File: config.mk
export PLATFORM = sky130hd
export DESIGN_NAME = bb3ea_ctrl
export DESIGN_NICKNAME = d
export VERILOG_FILES = /design/src/design/bb3ea_pkg.sv /design/src/design/bb3ea_ctrl.sv
export SDC_FILE = /design/constraint.sdc
export NUM_CORES = 1
export LEC_CHECK = 0
export BUFFER_PORTS_ARGS = -buffer_cell sky130_fd_sc_hd__buf_2
export CORE_ASPECT_RATIO = 0.75
export CORE_MARGIN = 1
export CORE_UTILIZATION = 45
export DETAILED_ROUTE_END_ITERATION = 7
export GPL_TIMING_DRIVEN = 0
export PLACE_DENSITY = 0.65
export SETUP_SLACK_MARGIN = 0.05
export SYNTH_ARGS = -nofsm -noshare
export SYNTH_HDL_FRONTEND = slang
export SYNTH_SLANG_ARGS = --single-unit
File: constraint.sdc
create_clock -name clock -period 2.25 [get_ports clock]
set_input_delay 0.3375 -clock clock [delete_from_list [all_inputs] [get_ports clock]]
set_output_delay 0.3375 -clock clock [all_outputs]
set_load 0.1 [all_outputs]
File: src/design/bb3ea_pkg.sv
// ----------------------------------------------------------------------------
// bb3ea_pkg
// Shared constants, codes and control types of the edge-aware 3x3 box blur.
// ----------------------------------------------------------------------------
package bb3ea_pkg;

   localparam int DEF_MAX_WIDTH  = 1024;
   localparam int DEF_MAX_HEIGHT = 1024;
   localparam int DEF_FRAME_SIZE = 1024;

   localparam int PIX_W     = 24;
   localparam int CH_W      = 8;
   localparam int NUM_CH    = 3;
   localparam int CFG_W     = 11;
   localparam int CSR_IDX_W = 1;
   localparam int SUM_W     = 12;   // nine 8-bit samples
   localparam int CNT_W     = 4;    // up to nine neighbours
   localparam int NUM_W     = 13;   // 2*sum + count
   localparam int DEN_W     = 5;    // 2*count
   localparam int STEP_W    = 4;
   localparam int RD_STEPS  = 3;    // one column of three rows per step
   localparam int DIV_STEPS = NUM_W;

   localparam logic [CSR_IDX_W-1:0] REG_FRAME_WIDTH  = 1'b0;
   localparam logic [CSR_IDX_W-1:0] REG_FRAME_HEIGHT = 1'b1;

   localparam logic OP_PIXEL = 1'b0;
   localparam logic OP_DRAIN = 1'b1;

   // controller to datapath
   typedef struct packed {
      logic       latch_item;
      logic       cfg_write;
      logic       write_pixel;
      logic       rd_issue;
      logic [1:0] rd_col;
      logic       acc_clear;
      logic       acc_en;
      logic       div_start;
      logic       div_step;
      logic       load_out;
   } cmd_type;

   // datapath to controller
   typedef struct packed {
      logic item_drain;
      logic full;
      logic out_ready;
      logic rsp_free;
   } status_type;

   // clamp a size register: zero reads as one, above the maximum as the maximum
   function automatic int clamp_size(logic [CFG_W-1:0] v, int max_v);
      int r;
      r = int'(v);
      if (r < 1) r = 1;
      if (r > max_v) r = max_v;
      return r;
   endfunction

endpackage

File: src/design/bb3ea_ctrl.sv
// ----------------------------------------------------------------------------
// bb3ea_ctrl
// Sequencer: decides per item whether to emit, write, or drop, and steps the
// datapath through the neighbourhood read and the divider.
// ----------------------------------------------------------------------------
module bb3ea_ctrl (
   input  logic                  clock,
   input  logic                  reset,
   input  logic                  req_valid,
   output logic                  req_ready,
   input  logic                  csr_valid,
   output logic                  csr_ready,
   input  bb3ea_pkg::status_type status,
   output bb3ea_pkg::cmd_type    cmd
);
   typedef enum logic [6:0] {
      S_IDLE   = 7'b0000001,
      S_DECIDE = 7'b0000010,
      S_READ   = 7'b0000100,
      S_DIV    = 7'b0001000,
      S_EMIT   = 7'b0010000,
      S_WRITE  = 7'b0100000,
      S_CHECK  = 7'b1000000
   } state_type;

   state_type                      state_ff, state_in;
   logic [bb3ea_pkg::STEP_W-1:0]   step_ff, step_in;
   logic                           write_after_ff, write_after_in;
   logic                           emitted_ff, emitted_in;

   // next state and commands
   always_comb begin
      state_in       = state_ff;
      step_in        = step_ff;
      write_after_in = write_after_ff;
      emitted_in     = emitted_ff;
      cmd            = '0;
      req_ready      = 1'b0;
      csr_ready      = 1'b0;
      case (state_ff)
         S_IDLE: begin
            req_ready     = 1'b1;
            csr_ready     = 1'b1;
            cmd.cfg_write = csr_valid;
            if (req_valid) begin
               cmd.latch_item = 1'b1;
               state_in       = S_DECIDE;
            end
         end
         S_DECIDE: begin
            step_in = '0;
            if (status.item_drain) begin
               write_after_in = 1'b0;
               state_in       = status.out_ready ? S_READ : S_IDLE;
            end else if (status.full) begin
               state_in = S_IDLE;
            end else if (status.out_ready) begin
               write_after_in = 1'b1;
               emitted_in     = 1'b1;
               state_in       = S_READ;
            end else begin
               emitted_in = 1'b0;
               state_in   = S_WRITE;
            end
         end
         S_READ: begin
            cmd.rd_col    = step_ff[1:0];
            cmd.rd_issue  = (step_ff < bb3ea_pkg::STEP_W'(bb3ea_pkg::RD_STEPS));
            cmd.acc_clear = (step_ff == '0);
            cmd.acc_en    = (step_ff != '0);
            step_in       = step_ff + 1'b1;
            if (step_ff == bb3ea_pkg::STEP_W'(bb3ea_pkg::RD_STEPS)) begin
               step_in  = '0;
               state_in = S_DIV;
            end
         end
         S_DIV: begin
            cmd.div_start = (step_ff == '0);
            cmd.div_step  = (step_ff != '0);
            step_in       = step_ff + 1'b1;
            if (step_ff == bb3ea_pkg::STEP_W'(bb3ea_pkg::DIV_STEPS)) begin
               state_in = S_EMIT;
            end
         end
         S_EMIT: begin
            if (status.rsp_free) begin
               cmd.load_out = 1'b1;
               state_in     = write_after_ff ? S_WRITE : S_IDLE;
            end
         end
         S_WRITE: begin
            cmd.write_pixel = 1'b1;
            state_in        = S_CHECK;
         end
         S_CHECK: begin
            step_in = '0;
            if (!emitted_ff && status.out_ready) begin
               write_after_in = 1'b0;
               emitted_in     = 1'b1;
               state_in       = S_READ;
            end else begin
               state_in = S_IDLE;
            end
         end
         default: begin
            state_in = S_IDLE;
         end
      endcase
   end

   // hold state
   always_ff @(posedge clock) begin
      if (reset) begin
         state_ff       <= S_IDLE;
         step_ff        <= '0;
         write_after_ff <= 1'b0;
         emitted_ff     <= 1'b0;
      end else begin
         state_ff       <= state_in;
         step_ff        <= step_in;
         write_after_ff <= write_after_in;
         emitted_ff     <= emitted_in;
      end
   end
endmodule

==> results.cfg, run 1 <==
[detailed_routing]
viasPerCell = 5.624
antenna_left = 0
drc_errors = 0
drt_iter0_markers = 18
drt-total-wl_um = 2509
drt_first_pass_iters = 4
vias = 1001
wl_per_cell_um = 14.10

[place]
pre_cts_ws_ns = -0.1312
placed_cell_area_sq_um = 1134
place_hpwl_um = 1678
place_congestion = 0.8833
portBuffers = 20

[logic_synthesis]
syn_avg_cell_area_sq_um = 7.608
netlist_area_sq_um = 943.4
synth_most_common_cell = nor2_1
synth_commonest_cells = 23 x nor2_1, 13 x dfxtp_1, 8 x nand2b_1
synthArstFlopShare_pct = 0
ys_ff_latch = 13
synth_fp_nets = 135
yosysSeqAreaShare_pct = 27.59
synth-edff-count = 0
yosysTopAreaCellShare_pct = 27.59
syn_inst = 124
synth.area.top_cells = dfxtp_1 28%, nor2_1 9.2%, nand2b_1 5.3%
synth_area_leader_cell = dfxtp_1
synth_warnings = 0
synth_ff_type = dfxtp_1
synth_cell_types = 40

[cts]
cts_num_sinks = 13
worstSkewPairLatency_ns = 0.28
cts.path.max_buffers = 2
path_clk_slew_ns = 0.08
htreeDepth = 1
cts_buffers = 3
cts_root_buf = clkbuf_4
cts_tree = built

[sta]
worst_slew_pin_slew_ns = 0.5849
rsz0062_at_grt = yes
timing.slew.headroom_pct = 60.65
drv_slew = 0
finClkSkew_ns = 0.004772
clock.fmax_ghz = 0.4103
worst_slack_ns = -0.1874
hold_viol = 0
period_minus_slack_ns = 2.437
fin_crit_sh_pct = 108.3
setup_violations = 8

[floorplan]
die_h_um = 41.66
ios = 21
initial_core_util_pct = 50.88
die_area_sq_um = 2286
fp.coreArea_sq_um = 1854
fp.dieW_um = 54.87
placementRows = 13

[final_layout]
multi_input_area_sq_um = 701.9
final_cell_area_sq_um = 1366
fillers = 142
ff_latch_area_sq_um = 266.5
area_delta_synth_final_pct = 44.83
drive_above_1_share_pct = 38.46
final_nets = 168
n_antenna_cell = 0
final_util_pct = 73.68

[worst_setup_path]
crit_type = reg2out
startpoint_type = flop
critPathArrivalTime_ns = 2.10
r2r_slack_ns = 0.27
path_max_fanout = 7
crit_path_end_kind = output pin
cp.required_ns = 1.91

[grt]
grt_util_all_layers_pct = 25.04
grt_pass1_vias = 877
grt_pass1_wl_um = 4002
grt_max_degree = 11
grt_overflow_total = 0
grt_antenna_before_repair = 0

[pwr]
p_leak_nw = 0.5598
p_per_area_nw_per_um2 = 613.3
ir_worst_vdd_mv = 0.8390

[status]
outcome = finished with violations
violations = negative setup slack

[worst_hold_path]
hold_class = in2reg

[run]
cap_violations = 0
layout by cell type (no fill, tap or decap), types with 4 or more instances in the layout:
| master | netlist | final |
|---|---|---|
| o21ai_0 | 4 | 4 |
| buf_2 | 3 | 11 |
| inv_1 | 6 | 5 |
| buf_12 | 0 | 6 |
| nand2b_1 | 8 | 7 |
| nor2_1 | 23 | 19 |
| nand2_1 | 7 | 7 |
| nand3_1 | 7 | 6 |
| buf_4 | 1 | 11 |
| a21oi_1 | 7 | 5 |
| buf_6 | 1 | 5 |
| dfxtp_1 | 13 | 10 |
kinds of logic after synthesis:
| kind of cell | count (synthesis) | synth area share [%] |
|---|---|---|
| AND/OR/NAND/NOR | 66 | 37.93 |
| AO/OA/AOI/OAI | 24 | 18.44 |
| flip-flops | 13 | 27.59 |
| buffers and inverters | 12 | 6.365 |
| XOR/XNOR | 5 | 4.643 |
| adder cells (fa/ha/maj) | 3 | 3.979 |
| multiplexers | 1 | 1.061 |
metal layers:
metal	global-route usage (%)	part of all wire (%)	wire length [um]
met5	0	0	0
met4	7.692	1.3	32
met3	7.692	4.9	124
met2	35.18	46	1156
met1	35.79	48	1196
area by class of cell:
cell class | count | share of cell area [%]
multi-input combinational | 99 | 51.37
timing repair buffer | 28 | 20.51
sequential | 13 | 19.51
buffer | 6 | 2.747
tap | 22 | 2.015
clock buffer | 4 | 1.923
inverter | 6 | 1.923
state kept, by name, summed over array words and instances (netlist names):
| name | flops |
|---|---|
| state_ff | 7 |
| step_ff | 4 |
| emitted_ff | 1 |
| write_after_ff | 1 |
critical path: stages (launching register included):
cell and delay, ns:
dfxtp_2 0.33, or3_4 0.39, or3_4 0.33, or2_1 0.22, buf_6 0.15, nor4_4 0.14
buf_6 0.26
through the flow:
step | setup TNS (ns) | hold WS [ns] | total power, W | std cells
final | -0.9161 | 0.3024 | 0.0008380 | 178
after global routing | -1.446 | 0.2997 | 0.0008844 | 178
after CTS | -0.8126 | 0.2842 | 0.0008160 | 176
after detailed placement | -0.4330 | 0.5031 | 0.0006217 | 166
after global placement | -0.3817 | 0.4880 | 0.0006196 | 166
after floorplan | -1.502 | 0.4066 | 0.0005670 | 124
path summary, 6_finish.rpt:
| path | startpoint | to | cells after the start |
|---|---|---|---|
| worst max-delay path | state_ff[5]$_SDFFE_PP0P_ | cmd[7] | 6 |
| worst min-delay path | status[0] | state_ff[4]$_SDFFE_PP0P_ | 2 |
| worst max register to register | step_ff[0]$_SDFFE_PP0P_ | state_ff[3]$_SDFFE_PP0P_ | 6 |
| worst min register to register | emitted_ff$_SDFFE_PP0P_ | emitted_ff$_SDFFE_PP0P_ | 2 |
report_power, final:
part           internal [W]  switching [W]  leakage, nW  total, W
sequential         0.000244      0.0000102        0.106  0.000254
combinational      0.000152       0.000287        0.439  0.000439
clock             0.0000689      0.0000760       0.0150  0.000145
what timing repair did:
action,CTS,global route
setup buffers,6,2
hold buffers,0,0
pin swaps,1,1
gates resized for setup,38,4
setup endpoints to repair,12,13
(Power assumes the default switching activity.)
==> inputs of run 2 (changes only) <==
Settings changed: BUFFER_PORTS_ARGS -buffer_cell sky130_fd_sc_hd__buf_2 to not set, DONT_BUFFER_PORTS set to 1, PLACE_DENSITY 0.65 to 0.57, SLEW_MARGIN set to 10.
==> run 2 against run 1 <==
  * The flow still finishes with violations (negative setup slack)
  * Sequential power hardly changed
  * Maximum frequency is 15% lower
  * Non-clock buffer count is 10 lower
  * Clock power is 4% higher
  * Via count is 4.2% lower
  * Flip-flop and latch count stayed put
  * Final cell count is 5.6% lower
  * First-iteration DRC count is 17% higher
  * Worst hold slack worse by 0.20 ns
  * Setup slack worse by 0.43 ns
  * Die area stayed put
  * Critical path type unchanged
  * Critical endpoint is now cmd[3]
  * Largest cell class unchanged
  * Highest routed layer unchanged
==> results.cfg, run 2 (synthesized netlist as in run 1, its figures left out) <==
[detailed_routing]
drt-total-wl_um = 2621
drt_first_pass_iters = 4
viasPerCell = 5.708
drc_errors = 0
wl_per_cell_um = 15.60
vias = 959
antenna_left = 0
drt_iter0_markers = 21

[worst_hold_path]
hold_class = in2reg
hold_path_depth = 1

[sta]
hold_viol = 0
setup_violations = 9
drv_slew = 0
finClkSkew_ns = 0.009562
timing.slew.headroom_pct = 53.26
period_minus_slack_ns = 2.865
worst_slew_pin_slew_ns = 0.6995
whs_ns = 0.1064
rsz0062_at_grt = yes
worst_slack_ns = -0.6151
clock.fmax_ghz = 0.3490
fin_crit_sh_pct = 127.3

[cts]
htreeDepth = 1
cts_tree = built
cts.path.max_buffers = 2
cts_num_sinks = 13
worstSkewPairLatency_ns = 0.29
cts_buffers = 3
cts_root_buf = clkbuf_4
path_clk_slew_ns = 0.09

[worst_setup_path]
crit_path_frequent_cell = buf_6
r2r_cells = 9
crit_type = reg2out
path_max_fanout = 2
cp.required_ns = 1.91
critPathArrivalTime_ns = 2.53
slowest_stage = a21oi_4
startpoint_type = flop
crit_chain = or3_4, or3_4, or2_1, buf_6, buf_6, buf_6, a21oi_4
crit_path_end_kind = output pin
slowest_delay_ns = 0.54

[grt]
grt_use_met2_pct = 31.81
grt_pass1_wl_um = 3864
grt_antenna_before_repair = 0
grt_util_all_layers_pct = 23.81
grtUsageMet1_pct = 35.87
grt_overflow_total = 0
use_met3_pct = 7.692
busiest_layer = met1
grt_pass1_vias = 838
grt_max_degree = 11

[final_layout]
final_nets = 158
area_delta_synth_final_pct = 40.32
drive_above_1_share_pct = 37.67
largest_reg_flops = 7
reg_top3 = state_ff x7, step_ff x4
regMostFlops = state_ff
final_common_cell = nor2_1
n_antenna_cell = 0
final_cell_mix = 19 x nor2_1, 14 x buf_4, 10 x dfxtp_1

[place]
place_congestion = 0.8371
place_hpwl_um = 1630
portBuffers = 0
pre_cts_ws_ns = -0.5649

[pwr]
p_total_w = 0.0008410
p_leak_nw = 0.4958
ir_worst_vdd_mv = 0.7061
p_per_area_nw_per_um2 = 635.3

[status]
outcome = finished with violations
violations = negative setup slack

[floorplan]
ios = 21
die_h_um = 41.66
placementRows = 13
die_area_sq_um = 2286
fp.coreArea_sq_um = 1854
initial_core_util_pct = 50.88
fp.dieW_um = 54.87

[run]
cap_violations = 0
## run 2: cell count changes in the layout (fill, tap and decap cells not counted), moves of 2 or more
cell | previous run | this run
buf_12 | 6 | 1
buf_2 | 11 | 0
buf_4 | 11 | 14
buf_6 | 5 | 7
nor2_2 | 3 | 0
nor2_4 | 1 | 4
## run 2: what timing repair did
action | 4_1_cts | 5_1_grt
gates resized for setup | 23 | 11
endpoints found under the setup margin | 12 | 16
pin swaps | 8 | 12
setup buffers | 13 | 5
hold buffers | 0 | 0
## run 2: metal layers
| metal | wire (um) | share of wire (%) |
|---|---|---|
| met5 | 0 | 0 |
| met4 | 8 | 0.31 |
| met3 | 230 | 8.8 |
| met2 | 1181 | 45 |
| met1 | 1201 | 46 |
## run 2: power by group
group | switching, W | internal, W
clock network | 0.0000816 | 0.0000689
logic | 0.000287 | 0.000151
registers | 0.00000888 | 0.000243
## run 2: layout make-up
type | instances | area, sq um
Clock buffer | 4 | 26.28
Fill cell | 151 | 530.5
Inverter | 6 | 30.03
Multi-Input combinational cell | 99 | 740.7
Timing Repair Buffer | 18 | 171.4
Buffer | 6 | 61.31
Tap cell | 22 | 27.53
Sequential cell | 13 | 266.5
## run 2: final timing paths
path                                 start  slack, ns                       to
hold / removal                       reset       0.11  emitted_ff$_SDFFE_PP0P_
hold reg to reg    emitted_ff$_SDFFE_PP0P_       0.50  emitted_ff$_SDFFE_PP0P_
setup reg to reg  state_ff[1]$_SDFFE_PP0P_       0.08  step_ff[0]$_SDFFE_PP0P_
setup / recovery  state_ff[1]$_SDFFE_PP0P_      -0.62                   cmd[3]
## run 2: through the flow
step	util (%)	TNS, ns	cells	instance area, sq um
3_3_place_gp	55.74	-2.025	146	1033
2_1_floorplan	-	-1.502	124	1006
6_report	71.39	-3.599	168	1324
4_1_cts	67.34	-3.817	163	1249
5_1_grt	71.39	-4.133	168	1324
3_5_place_dp	55.74	-2.022	146	1033
## run 2: worst max-delay path: cells and delay by family, from the launching register on
| family | cells | cell delay, ns |
|---|---|---|
| buffers and inverters | 3 | 0.34 |
| AO/OA/AOI/OAI | 1 | 0.54 |
| AND/OR/NAND/NOR | 3 | 1.02 |
| flip-flops | 1 | 0.35 |
==> inputs of run 3 (changes only) <==
Settings changed: CTS_BUF_LIST set to sky130_fd_sc_hd__clkbuf_4 sky130_fd_sc_hd__clkbuf_8 sky130_fd_sc_hd__clkbuf_16.
==> run 3 against run 2 <==
  * The run still ends with negative setup slack left
  * Clock skew down 0.0023 ns
  * Flip-flop and latch count is the same
  * Register-to-register slack is essentially flat
  * Sequential power hardly changed
  * Combinational power up 1%
  * Critical path depth unchanged
  * Sequential share of layout area fell by 0.53 points
  * Clock power grew 8%
  * First-iteration DRC count up 120%
  * Core utilization is 3.0 points higher
  * Total power grew 2.1%
  * Non-clock buffer count rose by 3
  * Critical path type unchanged
  * Critical endpoint unchanged
  * Largest cell class unchanged
==> results.cfg, run 3 (synthesized netlist as in run 1, its figures left out) <==
[grt]
grt_pass1_wl_um = 3850
grt_overflow_total = 0
grt_max_degree = 11
grt_antenna_before_repair = 0
grt_pass1_vias = 845
grt_util_all_layers_pct = 23.79

[final_layout]
drive_above_1_share_pct = 40.27
fillers = 143
reg_top3 = state_ff x7, step_ff x4
area_delta_synth_final_pct = 46.15
final_common_cell = nor2_1
finalNonFillerCells = 171
n_antenna_cell = 0
final_cell_mix = 19 x nor2_1, 14 x buf_4, 9 x dfxtp_1
largest_reg_flops = 7
final_nets = 161
regMostFlops = state_ff

[sta]
period_minus_slack_ns = 2.866
fin_setup_tns_ns = -3.673
finClkSkew_ns = 0.007227
clock.fmax_ghz = 0.3489
drv_slew = 0
rsz0062_at_grt = yes
fin_crit_sh_pct = 127.4
hold_viol = 0
worst_slack_ns = -0.6162
worst_slew_pin_slew_ns = 0.6980
timing.slew.headroom_pct = 53.36
setup_violations = 9

[cts]
cts_root_buf = clkbuf_4
path_clk_slew_ns = 0.09
cts_hold_buf = 0
cts_buffers = 3
worstSkewPairLatency_ns = 0.28
cts.path.max_buffers = 2
htreeDepth = 1
cts_num_sinks = 13
cts_tree = built

[worst_setup_path]
cp.required_ns = 1.91
path_max_fanout = 2
critPathArrivalTime_ns = 2.53
crit_path_end_kind = output pin
startpoint_type = flop
crit_type = reg2out

[place]
place_inst = 146
place_hpwl_um = 1630
portBuffers = 0
place_congestion = 0.8371

[detailed_routing]
wl_per_cell_um = 15.95
viasPerCell = 5.772
drt-total-wl_um = 2727
drc_errors = 0
vias = 987
drt_iter0_markers = 47
drt_first_pass_iters = 4
antenna_left = 0

[run]
cap_violations = 0

[floorplan]
die_h_um = 41.66
fp.coreArea_sq_um = 1854
placementRows = 13
initial_core_util_pct = 50.88
die_area_sq_um = 2286
fp.dieW_um = 54.87
ios = 21

[pwr]
p_per_area_nw_per_um2 = 622.5
ir_worst_vdd_mv = 0.7160
p_total_w = 0.0008583
p_leak_nw = 0.5268

[status]
outcome = finished with violations
violations = negative setup slack

[worst_hold_path]
hold_class = in2reg
==> run 3: final cells by class <==
| type | count | area (sq um) | area share [%] |
|---|---|---|---|
| Clock buffer | 4 | 30.03 | 2.178 |
| Sequential cell | 13 | 270.3 | 19.60 |
| Buffer | 6 | 66.31 | 4.809 |
| Timing Repair Buffer | 21 | 211.5 | 15.34 |
| Tap cell | 22 | 27.53 | 1.996 |
| Multi-Input combinational cell | 99 | 743.2 | 53.90 |
| Inverter | 6 | 30.03 | 2.178 |
==> run 3: power by group <==
| group | total, W | switching, W | leakage [nW] | internal (W) |
|---|---|---|---|---|
| Clock | 0.000163 | 0.0000818 | 0.0184 | 0.0000809 |
| Combinational | 0.000444 | 0.000292 | 0.401 | 0.000152 |
| Sequential | 0.000252 | 0.00000898 | 0.107 | 0.000243 |
| Total | 0.000858 | 0.000383 | 0.527 | 0.000475 |
==> run 3: per-stage QoR <==
step                setup WS [ns]  hold slack [ns]  util, %  cell area, sq um
finish                    -0.6162           0.1038    74.36              1379
global route              -0.6826          0.09691    74.36              1379
CTS                       -0.8011           0.1053    67.54              1252
detailed placement        -0.5649           0.4121    55.74              1033
global placement          -0.5627           0.4125    55.74              1033
floorplan                 -0.4989           0.4066        -              1006
==> run 3: critical path, stage by stage (launching register included) <==
cell,delay [ns]
dfxtp_4,0.35
or3_4,0.38
or3_4,0.40
or2_1,0.24
buf_6,0.12
buf_6,0.11
buf_6,0.11
a21oi_4,0.54
==> run 3: worst paths after layout <==
| kind | cells after the start | startpoint | slack, ns | end |
|---|---|---|---|---|
| setup / recovery | 7 | state_ff[1]$_SDFFE_PP0P_ | -0.62 | cmd[3] |
| hold / removal | 1 | reset | 0.10 | state_ff[2]$_SDFFE_PP0P_ |
| setup reg to reg | 9 | state_ff[1]$_SDFFE_PP0P_ | 0.07 | step_ff[0]$_SDFFE_PP0P_ |
| hold reg to reg | 2 | emitted_ff$_SDFFE_PP0P_ | 0.51 | emitted_ff$_SDFFE_PP0P_ |
==> run 3: per-layer routing <==
layer  vias up  wire, um  track usage, %
met1       453      1225           35.79
met2        46      1245           31.33
met5         -         0               0
met4         0        14           6.154
met3         2       240           8.425
li1        486         -               -
==> run 3: repair_timing <==
item	4_1_cts	5_1_grt
setup buffers	13	7
cloned	0	1
gates resized for setup	23	13
pin swaps	8	13
setup endpoints to repair	12	15
